## src/rtl/trhi_pkg.sv

```systemverilog
// ---------------------------------------------------------------------------
// Record hash indexer package
// Beat types, phase encoding, register map and the CRC / bucket functions.
// ---------------------------------------------------------------------------
package trhi_pkg;

    // Configuration register map
    localparam int unsigned CFG_IDX_W  = 2;
    localparam int unsigned CFG_DATA_W = 32;
    localparam logic [CFG_IDX_W-1:0] CFG_FIRST_TYPE_INDEX  = 2'd0;
    localparam logic [CFG_IDX_W-1:0] CFG_INDEX_GRANULARITY = 2'd1;

    localparam logic [31:0] FIRST_TYPE_INDEX_RST  = 32'h0000_1000;
    localparam logic [31:0] INDEX_GRANULARITY_RST = 32'd8192;

    // Reflected CRC-32 polynomial and bucket modulus (2^18 - 1)
    localparam logic [31:0] CRC_POLY     = 32'hEDB8_8320;
    localparam logic [17:0] BUCKET_COUNT = 18'h3FFFF;

    typedef struct packed {
        logic [7:0] data_byte;
        logic       last_in_buffer;
    } t_in_beat;

    typedef struct packed {
        logic [31:0] type_index;
        logic [31:0] blob_offset;
        logic [17:0] hash_bucket;
        logic        index_entry;
    } t_out_beat;

    typedef enum logic [1:0] {
        PH_LEN_LO  = 2'd0,
        PH_LEN_HI  = 2'd1,
        PH_PAYLOAD = 2'd2
    } t_phase;

    // One byte of reflected CRC-32, bit at a time
    function automatic logic [31:0] crc_byte(input logic [31:0] crc, input logic [7:0] b);
        logic [31:0] c;
        c = crc ^ {24'd0, b};
        for (int k = 0; k < 8; k++) begin
            c = c[0] ? (CRC_POLY ^ (c >> 1)) : (c >> 1);
        end
        return c;
    endfunction

    // Value modulo 2^18 - 1 by end-around folding
    function automatic logic [17:0] bucket_mod(input logic [31:0] v);
        logic [18:0] s1;
        logic [18:0] s2;
        s1 = {1'b0, v[17:0]} + {5'd0, v[31:18]};
        s2 = {1'b0, s1[17:0]} + {18'd0, s1[18]};
        return (s2[17:0] == BUCKET_COUNT) ? 18'd0 : s2[17:0];
    endfunction

endpackage

```

## src/rtl/type_record_hash_indexer.sv

```systemverilog
// ---------------------------------------------------------------------------
// Record hash indexer
// Splits a byte stream into length-prefixed records and hashes each one.
// ---------------------------------------------------------------------------
// Takes one byte per cycle while the output side takes results: each beat
// lands in an input register and, once the result slot is free or draining,
// a single pass of logic advances the record parser, folds the byte into a
// running reflected CRC-32 seeded with zero and, on a record's final byte,
// loads the result register with type index, blob offset, CRC modulo
// 2^18-1 and the index-entry flag. The byte-wide CRC update followed by the
// bucket fold sets the critical path. A length below 2 drops the rest of
// the buffer, and a record cut off by the buffer end gives no result.
module type_record_hash_indexer (
    input  logic                                  i_clk,
    input  logic                                  i_rst_n,
    input  logic                                  i_in_valid,
    output logic                                  o_in_ready,
    input  trhi_pkg::t_in_beat                    i_in_beat,
    output logic                                  o_out_valid,
    input  logic                                  i_out_ready,
    output trhi_pkg::t_out_beat                   o_out_beat,
    input  logic                                  i_cfg_we,
    input  logic [trhi_pkg::CFG_IDX_W-1:0]        i_cfg_idx,
    input  logic [trhi_pkg::CFG_DATA_W-1:0]       i_cfg_data
);
    import trhi_pkg::*;

    // Configuration
    logic [31:0] r_first_type_index;
    logic [31:0] r_index_granularity;

    // Input register
    logic        r_in_valid;
    t_in_beat    r_in_beat;

    // Parser state
    t_phase      r_phase, n_phase;
    logic        r_dropping, n_dropping;
    logic [7:0]  r_length_low, n_length_low;
    logic [15:0] r_bytes_left, n_bytes_left;
    logic [16:0] r_record_size, n_record_size;
    logic [31:0] r_crc, n_crc;
    logic [31:0] r_accepted_bytes, n_accepted_bytes;
    logic [31:0] r_record_count, n_record_count;
    logic [31:0] r_last_indexed, n_last_indexed;

    // Result register
    logic        r_out_valid, n_out_valid;
    t_out_beat   r_out_beat, n_out_beat;

    logic        w_proc;
    logic [15:0] w_len;
    logic        w_len_short;
    logic [15:0] w_bytes_dec;
    logic        w_rec_done;
    logic        w_emit;
    logic [31:0] w_crc_in;
    logic [31:0] w_crc_nx;
    logic [31:0] w_off_delta;
    logic        w_flag;

    // Advance the held beat when the result slot is free or draining
    assign w_proc     = r_in_valid && (!r_out_valid || i_out_ready);
    assign o_in_ready = !r_in_valid || w_proc;

    assign w_len       = {r_in_beat.data_byte, r_length_low};
    assign w_len_short = (w_len < 16'd2);
    assign w_bytes_dec = r_bytes_left - 16'd1;
    assign w_rec_done  = !r_dropping && (r_phase == PH_PAYLOAD) && (w_bytes_dec == 16'd0);
    assign w_emit      = w_proc && w_rec_done;

    // CRC restarts at zero on a length low byte
    assign w_crc_in = (r_phase == PH_LEN_LO) ? 32'd0 : r_crc;
    assign w_crc_nx = crc_byte(w_crc_in, r_in_beat.data_byte);

    // Index entry on the first record or once the offset moved far enough
    assign w_off_delta = r_accepted_bytes - r_last_indexed;
    assign w_flag      = (r_record_count == 32'd0) || (w_off_delta >= r_index_granularity);

    // Next phase
    always_comb begin
        n_phase = r_phase;
        if (w_proc) begin
            if (!r_dropping) begin
                unique case (r_phase)
                    PH_LEN_LO:  n_phase = PH_LEN_HI;
                    PH_LEN_HI:  n_phase = w_len_short ? PH_LEN_LO : PH_PAYLOAD;
                    PH_PAYLOAD: n_phase = w_rec_done ? PH_LEN_LO : PH_PAYLOAD;
                    default:    n_phase = PH_LEN_LO;
                endcase
            end
            if (r_in_beat.last_in_buffer) begin
                n_phase = PH_LEN_LO;
            end
        end
    end

    // Datapath and result
    always_comb begin
        n_dropping       = r_dropping;
        n_length_low     = r_length_low;
        n_bytes_left     = r_bytes_left;
        n_record_size    = r_record_size;
        n_crc            = r_crc;
        n_accepted_bytes = r_accepted_bytes;
        n_record_count   = r_record_count;
        n_last_indexed   = r_last_indexed;
        n_out_beat       = r_out_beat;
        n_out_valid      = r_out_valid && !i_out_ready;

        if (w_proc) begin
            n_out_valid = w_emit;
            if (!r_dropping) begin
                n_crc = w_crc_nx;
                unique case (r_phase)
                    PH_LEN_LO: begin
                        n_length_low = r_in_beat.data_byte;
                    end
                    PH_LEN_HI: begin
                        if (w_len_short) begin
                            n_dropping = 1'b1;
                        end else begin
                            n_bytes_left  = w_len;
                            n_record_size = {1'b0, w_len} + 17'd2;
                        end
                    end
                    PH_PAYLOAD: begin
                        n_bytes_left = w_bytes_dec;
                    end
                    default: begin
                        n_crc = r_crc;
                    end
                endcase
            end
            if (w_emit) begin
                n_out_beat.type_index  = r_first_type_index + r_record_count;
                n_out_beat.blob_offset = r_accepted_bytes;
                n_out_beat.hash_bucket = bucket_mod(w_crc_nx);
                n_out_beat.index_entry = w_flag;
                if (w_flag) begin
                    n_last_indexed = r_accepted_bytes;
                end
                n_accepted_bytes = r_accepted_bytes + {15'd0, r_record_size};
                n_record_count   = r_record_count + 32'd1;
            end
            if (r_in_beat.last_in_buffer) begin
                n_dropping = 1'b0;
            end
        end
    end

    // Control registers and configuration
    always_ff @(posedge i_clk) begin
        if (!i_rst_n) begin
            r_first_type_index  <= FIRST_TYPE_INDEX_RST;
            r_index_granularity <= INDEX_GRANULARITY_RST;
            r_in_valid          <= 1'b0;
            r_phase             <= PH_LEN_LO;
            r_dropping          <= 1'b0;
            r_accepted_bytes    <= 32'd0;
            r_record_count      <= 32'd0;
            r_last_indexed      <= 32'd0;
            r_out_valid         <= 1'b0;
        end else begin
            if (i_cfg_we) begin
                unique case (i_cfg_idx)
                    CFG_FIRST_TYPE_INDEX:  r_first_type_index  <= i_cfg_data;
                    CFG_INDEX_GRANULARITY: r_index_granularity <= i_cfg_data;
                    default: ;
                endcase
            end
            if (o_in_ready) begin
                r_in_valid <= i_in_valid;
            end
            r_phase          <= n_phase;
            r_dropping       <= n_dropping;
            r_accepted_bytes <= n_accepted_bytes;
            r_record_count   <= n_record_count;
            r_last_indexed   <= n_last_indexed;
            r_out_valid      <= n_out_valid;
        end
    end

    // Payload registers
    always_ff @(posedge i_clk) begin
        if (i_in_valid && o_in_ready) begin
            r_in_beat <= i_in_beat;
        end
        r_length_low  <= n_length_low;
        r_bytes_left  <= n_bytes_left;
        r_record_size <= n_record_size;
        r_crc         <= n_crc;
        r_out_beat    <= n_out_beat;
    end

    assign o_out_valid = r_out_valid;
    assign o_out_beat  = r_out_beat;

endmodule

```

## config.mk

```make
export PLATFORM = sky130hd
export DESIGN_NAME = type_record_hash_indexer
export DESIGN_NICKNAME = d
export VERILOG_FILES = /design/src/rtl/trhi_pkg.sv /design/src/rtl/type_record_hash_indexer.sv
export SDC_FILE = /design/constraint.sdc
export NUM_CORES = 1
export LEC_CHECK = 0
export BUFFER_PORTS_ARGS = -buffer_cell sky130_fd_sc_hd__buf_4
export CAP_MARGIN = 20
export CORE_ASPECT_RATIO = 0.6
export CORE_MARGIN = 4
export CORE_UTILIZATION = 65
export CTS_CLUSTER_SIZE = 16
export DETAILED_ROUTE_END_ITERATION = 6
export GPL_TIMING_DRIVEN = 1
export HOLD_SLACK_MARGIN = 0.15
export MAX_ROUTING_LAYER = met4
export PLACE_DENSITY_LB_ADDON = 0.25
export SLEW_MARGIN = 30
export SYNTH_ARGS = -nofsm -noshare
export SYNTH_HDL_FRONTEND = slang
export SYNTH_SLANG_ARGS = --single-unit
```

## constraint.sdc

```tcl
create_clock -name i_clk -period 23 [get_ports i_clk]
set_clock_uncertainty 0.1 [all_clocks]
set_input_delay 4.6 -clock i_clk [delete_from_list [all_inputs] [get_ports i_clk]]
set_output_delay 4.6 -clock i_clk [all_outputs]
set_load 0.01 [all_outputs]
```

==> results.ini, run 1 <==
[sta]
fin_crit_sh = 0.4477
finalCriticalPeriod_ns = 10.30
rsz0062_at_grt = no
fmax_mhz = 97.11
slew_headroom = 0.3610
maxSlewViolCount = 0
tns_ns = 0
tightest_slew_ns = 0.9585
hold_viol = 0
holdWs_ns = 0.3560
setup-violations-final = 0

[critical_path]
max_stage_delay_ns = 0.50
path_delay_family = simple AND/OR/NAND/NOR gates
startpoint_type = primary input
cp.required_ns = 18.30
crit_slowest_cell = nor2b_1
rrSetupSlack_ns = 13.73
crit_path_end_kind = primary output
cp_common_cell = buf_4
arrival_ns = 5.60
critPathBufInv = 2
cp_max_fo = 5
crit_chain = buf_4 > nor2b_1 > nand2_1 > buf_4
critPathKind = primary input to primary output

[clocking]
post_cts_buffers = 0
cts_root_buf = clkbuf_16
cts_tree = done
cts-hold-fix-buffers = 0
clk_path_buf_depth = 3
insertion_delay_ns = 0.58
cts_buffers = 31
path_clk_slew_ns = 0.06
htreeDepth = 1
cts_resized = 0
cts.sinks = 330

[power]
leakage_nw = 8.346
powerDensity_mw_per_mm2 = 78.38
vdd_drop_max_v = 0.00007069

[floorplanning]
initial_core_util = 0.6586
die_h_um = 142.7
fp.dieW_um = 232.5
die_area_mm2 = 0.03319
core_mm2 = 0.02986
std_cell_rows = 49
io_pins = 133

[final_layout]
drive_gt1_frac = 0.1139
nets = 2432
nFillCells = 2156
area_growth_pct = 11.92

[logic_synthesis]
yosys.area.top_type = edfxtp_1
synth_area_per_cell_um2 = 9.137
synth_most_common_cell = nand2_1
yosys_most_used_dff = edfxtp_1
synth-edff-count = 165
synth-seq-cells = 330
ys_types = 102
synth_commonest_cells = nand2_1 (262), a21oi_1 (214), dfxtp_1 (165), edfxtp_1 (165), xnor2_1 (152)
synth_top_area_share = 0.2520
ys_seq_area_frac = 0.4200
synthArstFlopShare = 0
yosys_warnings = 0
synth_fp_nets = 2335
ys_top_cells_by_area = edfxtp_1 (25%), dfxtp_1 (17%), ha_1 (8.3%), xnor2_1 (6.8%), a21oi_1 (5.4%)
synthCells = 2152
synthesis.area_mm2 = 0.01966

[drt]
drc = 3
drt.antenna.violating_nets = 0
wl_per_cell_um = 18.24
via_per_inst = 6.080
vias = 16310
dr.pass1.iters = 7
drt-total-wl_mm = 48.94
drtIter0Drc = 1627

[place]
portBuffers = 132
routabilityCongestion = 0.9806
hpwl_mm = 35.39

[status]
status = complete, but fails checks
violations = design-rule violations

[global_routing]
grt_pass1_wl_mm = 78.78
first_global_vias = 15290
antenna_found_initial = 2
grt_use_total = 0.2985
grt_max_degree = 95
grt_remaining_overflow = 0

[job]
max_cap_viol_count = 0

[worst_hold_path]
hp-class = flop to flop

final timing paths:
check / startpoint / endpoint / cells past startpoint
max: i_out_ready / o_in_ready / 4
min: r_index_granularity[29] / r_index_granularity[29] / 2
min reg2reg: r_index_granularity[29] / r_index_granularity[29] / 2
max reg2reg: r_phase[1] / o_out_beat[12] / 28
cell families after synthesis:
kind of cell / Yosys count / synth area share
AO/OA/AOI/OAI: 516 / 0.1628
AND/OR/NAND/NOR: 724 / 0.1798
XOR/XNOR: 227 / 0.1037
flip-flops: 330 / 0.4200
buffers and inverters: 218 / 0.04543
adder cells (fa/ha/maj): 135 / 0.08743
multiplexers: 2 / 0.001018
worst register-to-register path, delay by kind of cell (launching register included):
| kind | cells | cell delay (ns) |
|---|---|---|
| adders and majority gates | 2 | 0.66 |
| xor gates and xnor gates | 3 | 0.88 |
| DFF | 1 | 0.52 |
| buffers and inverters | 2 | 0.42 |
| AOI/OAI and AO/OA | 11 | 2.64 |
| and+or+nand+nor | 10 | 3.77 |
sequential cells by signal, summed over array words and instances (netlist names), 2 cells and up:
| register | cells |
|---|---|
| r_accepted_bytes | 32 |
| r_bytes_left | 16 |
| r_last_indexed | 32 |
| r_record_size | 17 |
| r_record_count | 32 |
| r_in_beat | 9 |
| r_crc | 32 |
| r_first_type_index | 32 |
| r_phase | 2 |
| r_length_low | 8 |
| o_out_beat | 83 |
| r_index_granularity | 32 |
final cells by class:
| type | count | area [um^2] | area share |
|---|---|---|---|
| clock inverter | 14 | 122.6 | 0.005572 |
| inverter | 138 | 520.5 | 0.02365 |
| tap | 408 | 510.5 | 0.02320 |
| sequential | 330 | 8258 | 0.3752 |
| antenna | 1 | 2.502 | 0.0001137 |
| timing repair buffer | 144 | 1089 | 0.04946 |
| clock buffer | 44 | 917.1 | 0.04167 |
| multi-input combinational | 1604 | 10590 | 0.4811 |
stage by stage:
step                setup slack (ns)  cells  instance area, um^2  power, mW  utilization
finish                         12.70   2683                22010      1.725       0.7371
global route                   12.72   2683                22010      1.797       0.7371
CTS                            12.77   2682                21970      1.713       0.7360
detailed placement             12.77   2624                20930      1.188       0.7011
global placement               12.80   2622                20910      1.170       0.7002
floorplan                      13.36   2152                19660      1.070            -
power breakdown:
group / switching, mW / internal, mW / total, mW / leakage (nW)
logic: 0.333 / 0.196 / 0.530 / 4.94
registers: 0.0155 / 0.651 / 0.666 / 2.89
clock network: 0.230 / 0.300 / 0.529 / 0.515
total: 0.578 / 1.15 / 1.72 / 8.35
per-layer routing:
| metal | vias to the layer above | share of wire | GRT usage |
|---|---|---|---|
| met5 | - | 0 | - |
| met4 | 0 | 0.013 | 0.04555 |
| met3 | 56 | 0.077 | 0.04506 |
| met2 | 585 | 0.43 | 0.4333 |
| met1 | 7862 | 0.48 | 0.4532 |
| li1 | 7809 | - | - |
cell usage in the layout (no fill, tap or decap), types with 5 or more instances in the layout:
master and count:
ha_1 131, nor4b_1 6, inv_1 136, or2_2 6, a21oi_1 214, a21o_1 28, o211ai_1 13, o21a_1 12
nor3b_1 5, clkinv_2 7, clkbuf_16 33, a21oi_2 7, xnor2_1 152, and4_1 5, clkbuf_8 5, and2_1 9
buf_4 142, nand3_1 84, nand2b_1 13, nor2b_1 22, nand2_1 262, and3_1 25, o31ai_1 9, or3_1 26
a211oi_1 14, nor4_1 22, clkbuf_1 6, xor2_1 71, a21boi_0 10, nor2_1 143, o21ai_0 125, nand4_1 21
o21bai_1 9, nor3_1 35, dfxtp_1 165, edfxtp_1 165, a31oi_1 9
(Power assumes the default switching activity.)
==> run 2, diff against run 1 <==
Settings changed: CORE_UTILIZATION 65 to 56.
Clock period 23 ns to 9.3 ns, I/O delays scaled along.
==> run 2 against run 1 <==
- the flow now finishes without violations
- cell count grew 2.3%
- worst setup slack lost 12 ns
- routed wire length grew 3.8%
- die area grew 15%
- worst hold slack is essentially flat
- total power grew to 2.6 times the previous value
- critical path type is now flop to flop
- critical endpoint is now o_out_beat[12]
- largest cell class unchanged
- largest power group unchanged
==> results.ini, run 2 (synthesis gave the netlist of run 1 again) <==
[status]
status = complete, no violations  ; was complete, but fails checks

[clocking]
cts_root_buf = clkbuf_16  ; unchanged
path_clk_slew_ns = 0.07  ; was 0.06 ns
cts_tree = done  ; unchanged
htreeDepth = 2  ; was 1
cts-hold-fix-buffers = 0  ; unchanged
post_cts_buffers = 0  ; unchanged
cts_buffers = 34  ; was 31
cts.sinks = 330  ; unchanged
insertion_delay_ns = 0.53  ; was 0.58 ns
cts_resized = 0  ; unchanged
clk_path_buf_depth = 3  ; unchanged

[critical_path]
ff2ff_path_depth = 29  ; was 28
cp.required_ns = 9.46  ; was 18.30 ns
r2r_start = r_phase[0]  ; was r_phase[1]
cp_max_fo = 11  ; was 5
crit_path_end_kind = flop  ; was primary output
reg2reg_to = o_out_beat[12]  ; unchanged
arrival_ns = 8.58  ; was 5.60 ns
rrSetupSlack_ns = 0.88  ; was 13.73 ns
crit_slowest_cell = a2111oi_2  ; was nor2b_1
max_stage_delay_ns = 0.55  ; was 0.50 ns
critPathKind = flop to flop  ; was primary input to primary output
startpoint_type = flop  ; was primary input

[worst_hold_path]
hold_depth = 2  ; unchanged
hp-class = flop to flop  ; unchanged
holdPathEnd = r_index_granularity[27]  ; was r_index_granularity[29]
hold_start = r_index_granularity[27]  ; was r_index_granularity[29]

[global_routing]
first_global_vias = 15360  ; was 15290
antenna_found_initial = 2  ; unchanged
grt_max_degree = 104  ; was 95
grt_use_total = 0.2684  ; was 0.2985
grt_pass1_wl_mm = 82.24  ; was 78.78 mm
grt_remaining_overflow = 0  ; unchanged

[sta]
fmax_mhz = 118.7
setup-violations-final = 0  ; unchanged
rsz0062_at_grt = no  ; unchanged
finalCriticalPeriod_ns = 8.421
hold_viol = 0  ; unchanged
fin_crit_sh = 0.9055
slew_headroom = 0.4134  ; was 0.3610
tns_ns = 0  ; unchanged
maxSlewViolCount = 0  ; unchanged
tightest_slew_ns = 0.8577  ; was 0.9585 ns

[place]
hpwl_mm = 37.77  ; was 35.39 mm
placed_area_mm2 = 0.02106  ; was 0.02093 mm^2
portBuffers = 132  ; unchanged
routabilityCongestion = 0.9613  ; was 0.9806

[floorplanning]
initial_core_util = 0.5757  ; was 0.6586
io_pins = 133  ; unchanged
die_area_mm2 = 0.03827  ; was 0.03319 mm^2
std_cell_rows = 52  ; was 49
core_mm2 = 0.03416  ; was 0.02986 mm^2
die_h_um = 153.2  ; was 142.7 um
fp.dieW_um = 249.9  ; was 232.5 um

[drt]
wl_per_cell_um = 18.51  ; was 18.24 um
via_per_inst = 5.879  ; was 6.080
dr.pass1.iters = 6  ; was 7
vias = 16140  ; was 16310
drt.antenna.violating_nets = 0  ; unchanged
drtIter0Drc = 1575  ; was 1627
drc = 0  ; was 3
drt-total-wl_mm = 50.81  ; was 48.94 mm

[job]
max_cap_viol_count = 0  ; unchanged

[final_layout]
nFillCells = 2834  ; was 2156
final_cell_mix = nand2_1 (262), a21oi_1 (214), edfxtp_1 (165), dfxtp_1 (165), xnor2_1 (152)  ; unchanged
largest_reg_flops = 83  ; unchanged
final_common_cell = nand2_1  ; unchanged
drive_gt1_frac = 0.1172  ; was 0.1139
area_growth_pct = 12.95  ; was 11.92%
nets = 2444  ; was 2432
diodes = 0  ; was 1
final_area_mm2 = 0.02221  ; was 0.02201 mm^2

[power]
powerDensity_mw_per_mm2 = 198.5  ; was 78.38 mW/mm^2
vdd_drop_max_v = 0.0001779  ; was 0.00007069 V
leakage_nw = 8.424  ; was 8.346 nW

==> run 2: changes by cell type in the layout (fill, tap and decap cells not counted), moves of 2 or more <==
| cell | previous run | this run |
|---|---|---|
| buf_4 | 142 | 151 |
| clkbuf_16 | 33 | 37 |
| clkinv_1 | 3 | 7 |
| clkbuf_8 | 5 | 2 |
| clkinv_2 | 7 | 4 |
| clkbuf_1 | 6 | 4 |
==> run 2: where the power goes <==
part	leakage (nW)	switching, mW	internal [mW]
clock	0.553	0.589	0.824
sequential	2.89	0.0347	1.61
combinational	4.98	0.860	0.492
==> run 2: final cells by class <==
class / instances / area [um^2] / share of cell area
Multi-Input combinational cell: 1604 / 10570 / 0.4757
Sequential cell: 330 / 8258 / 0.3718
Timing Repair Buffer: 153 / 1156 / 0.05205
Clock buffer: 43 / 968.4 / 0.04360
Tap cell: 459 / 574.3 / 0.02586
Inverter: 138 / 520.5 / 0.02343
Clock inverter: 18 / 168.9 / 0.007605
==> run 2: through the flow <==
stage	utilization	hold slack, ns	instances	total power [mW]	worst slack, ns
floorplan	-	0.3244	2152	2.647	1.814
global placement	0.6164	0.3435	2684	2.978	1.236
detailed placement	0.6166	0.3489	2684	2.990	1.006
CTS	0.6499	0.3587	2745	4.400	0.9528
global route	0.6503	0.3710	2745	4.599	0.1252
finish	0.6503	0.3559	2745	4.410	0.8785
==> run 2: per-layer routing <==
metal | GRT usage | routed length, um
met1 | 0.4041 | 24830
met5 | - | 0
met2 | 0.3696 | 20740
met4 | 0.05361 | 709
met3 | 0.06199 | 4533
==> run 2: critical path: cells and delay by family, from the launching register on <==
family / cells / cell delay (ns)
adder cells (fa/ha/maj): 2 / 0.69
flip-flops: 1 / 0.51
XOR/XNOR: 3 / 0.98
AO/OA/AOI/OAI: 12 / 2.69
AND/OR/NAND/NOR: 9 / 2.55
buffers and inverters: 3 / 0.59
==> run 2: worst max-delay path by stage <==
stage                            start              to  slack (ns)  depth (start not counted)
after global routing        r_phase[0]  o_out_beat[12]        0.13                         29
after global placement      r_phase[1]  o_out_beat[12]        1.24                         29
after CTS                   r_phase[0]  o_out_beat[12]        0.95                         29
after floorplan           r_in_beat[8]  o_out_beat[15]        1.81                         30
final                       r_phase[0]  o_out_beat[12]        0.88                         29
after detailed placement    r_phase[0]  o_out_beat[12]        1.01                         29
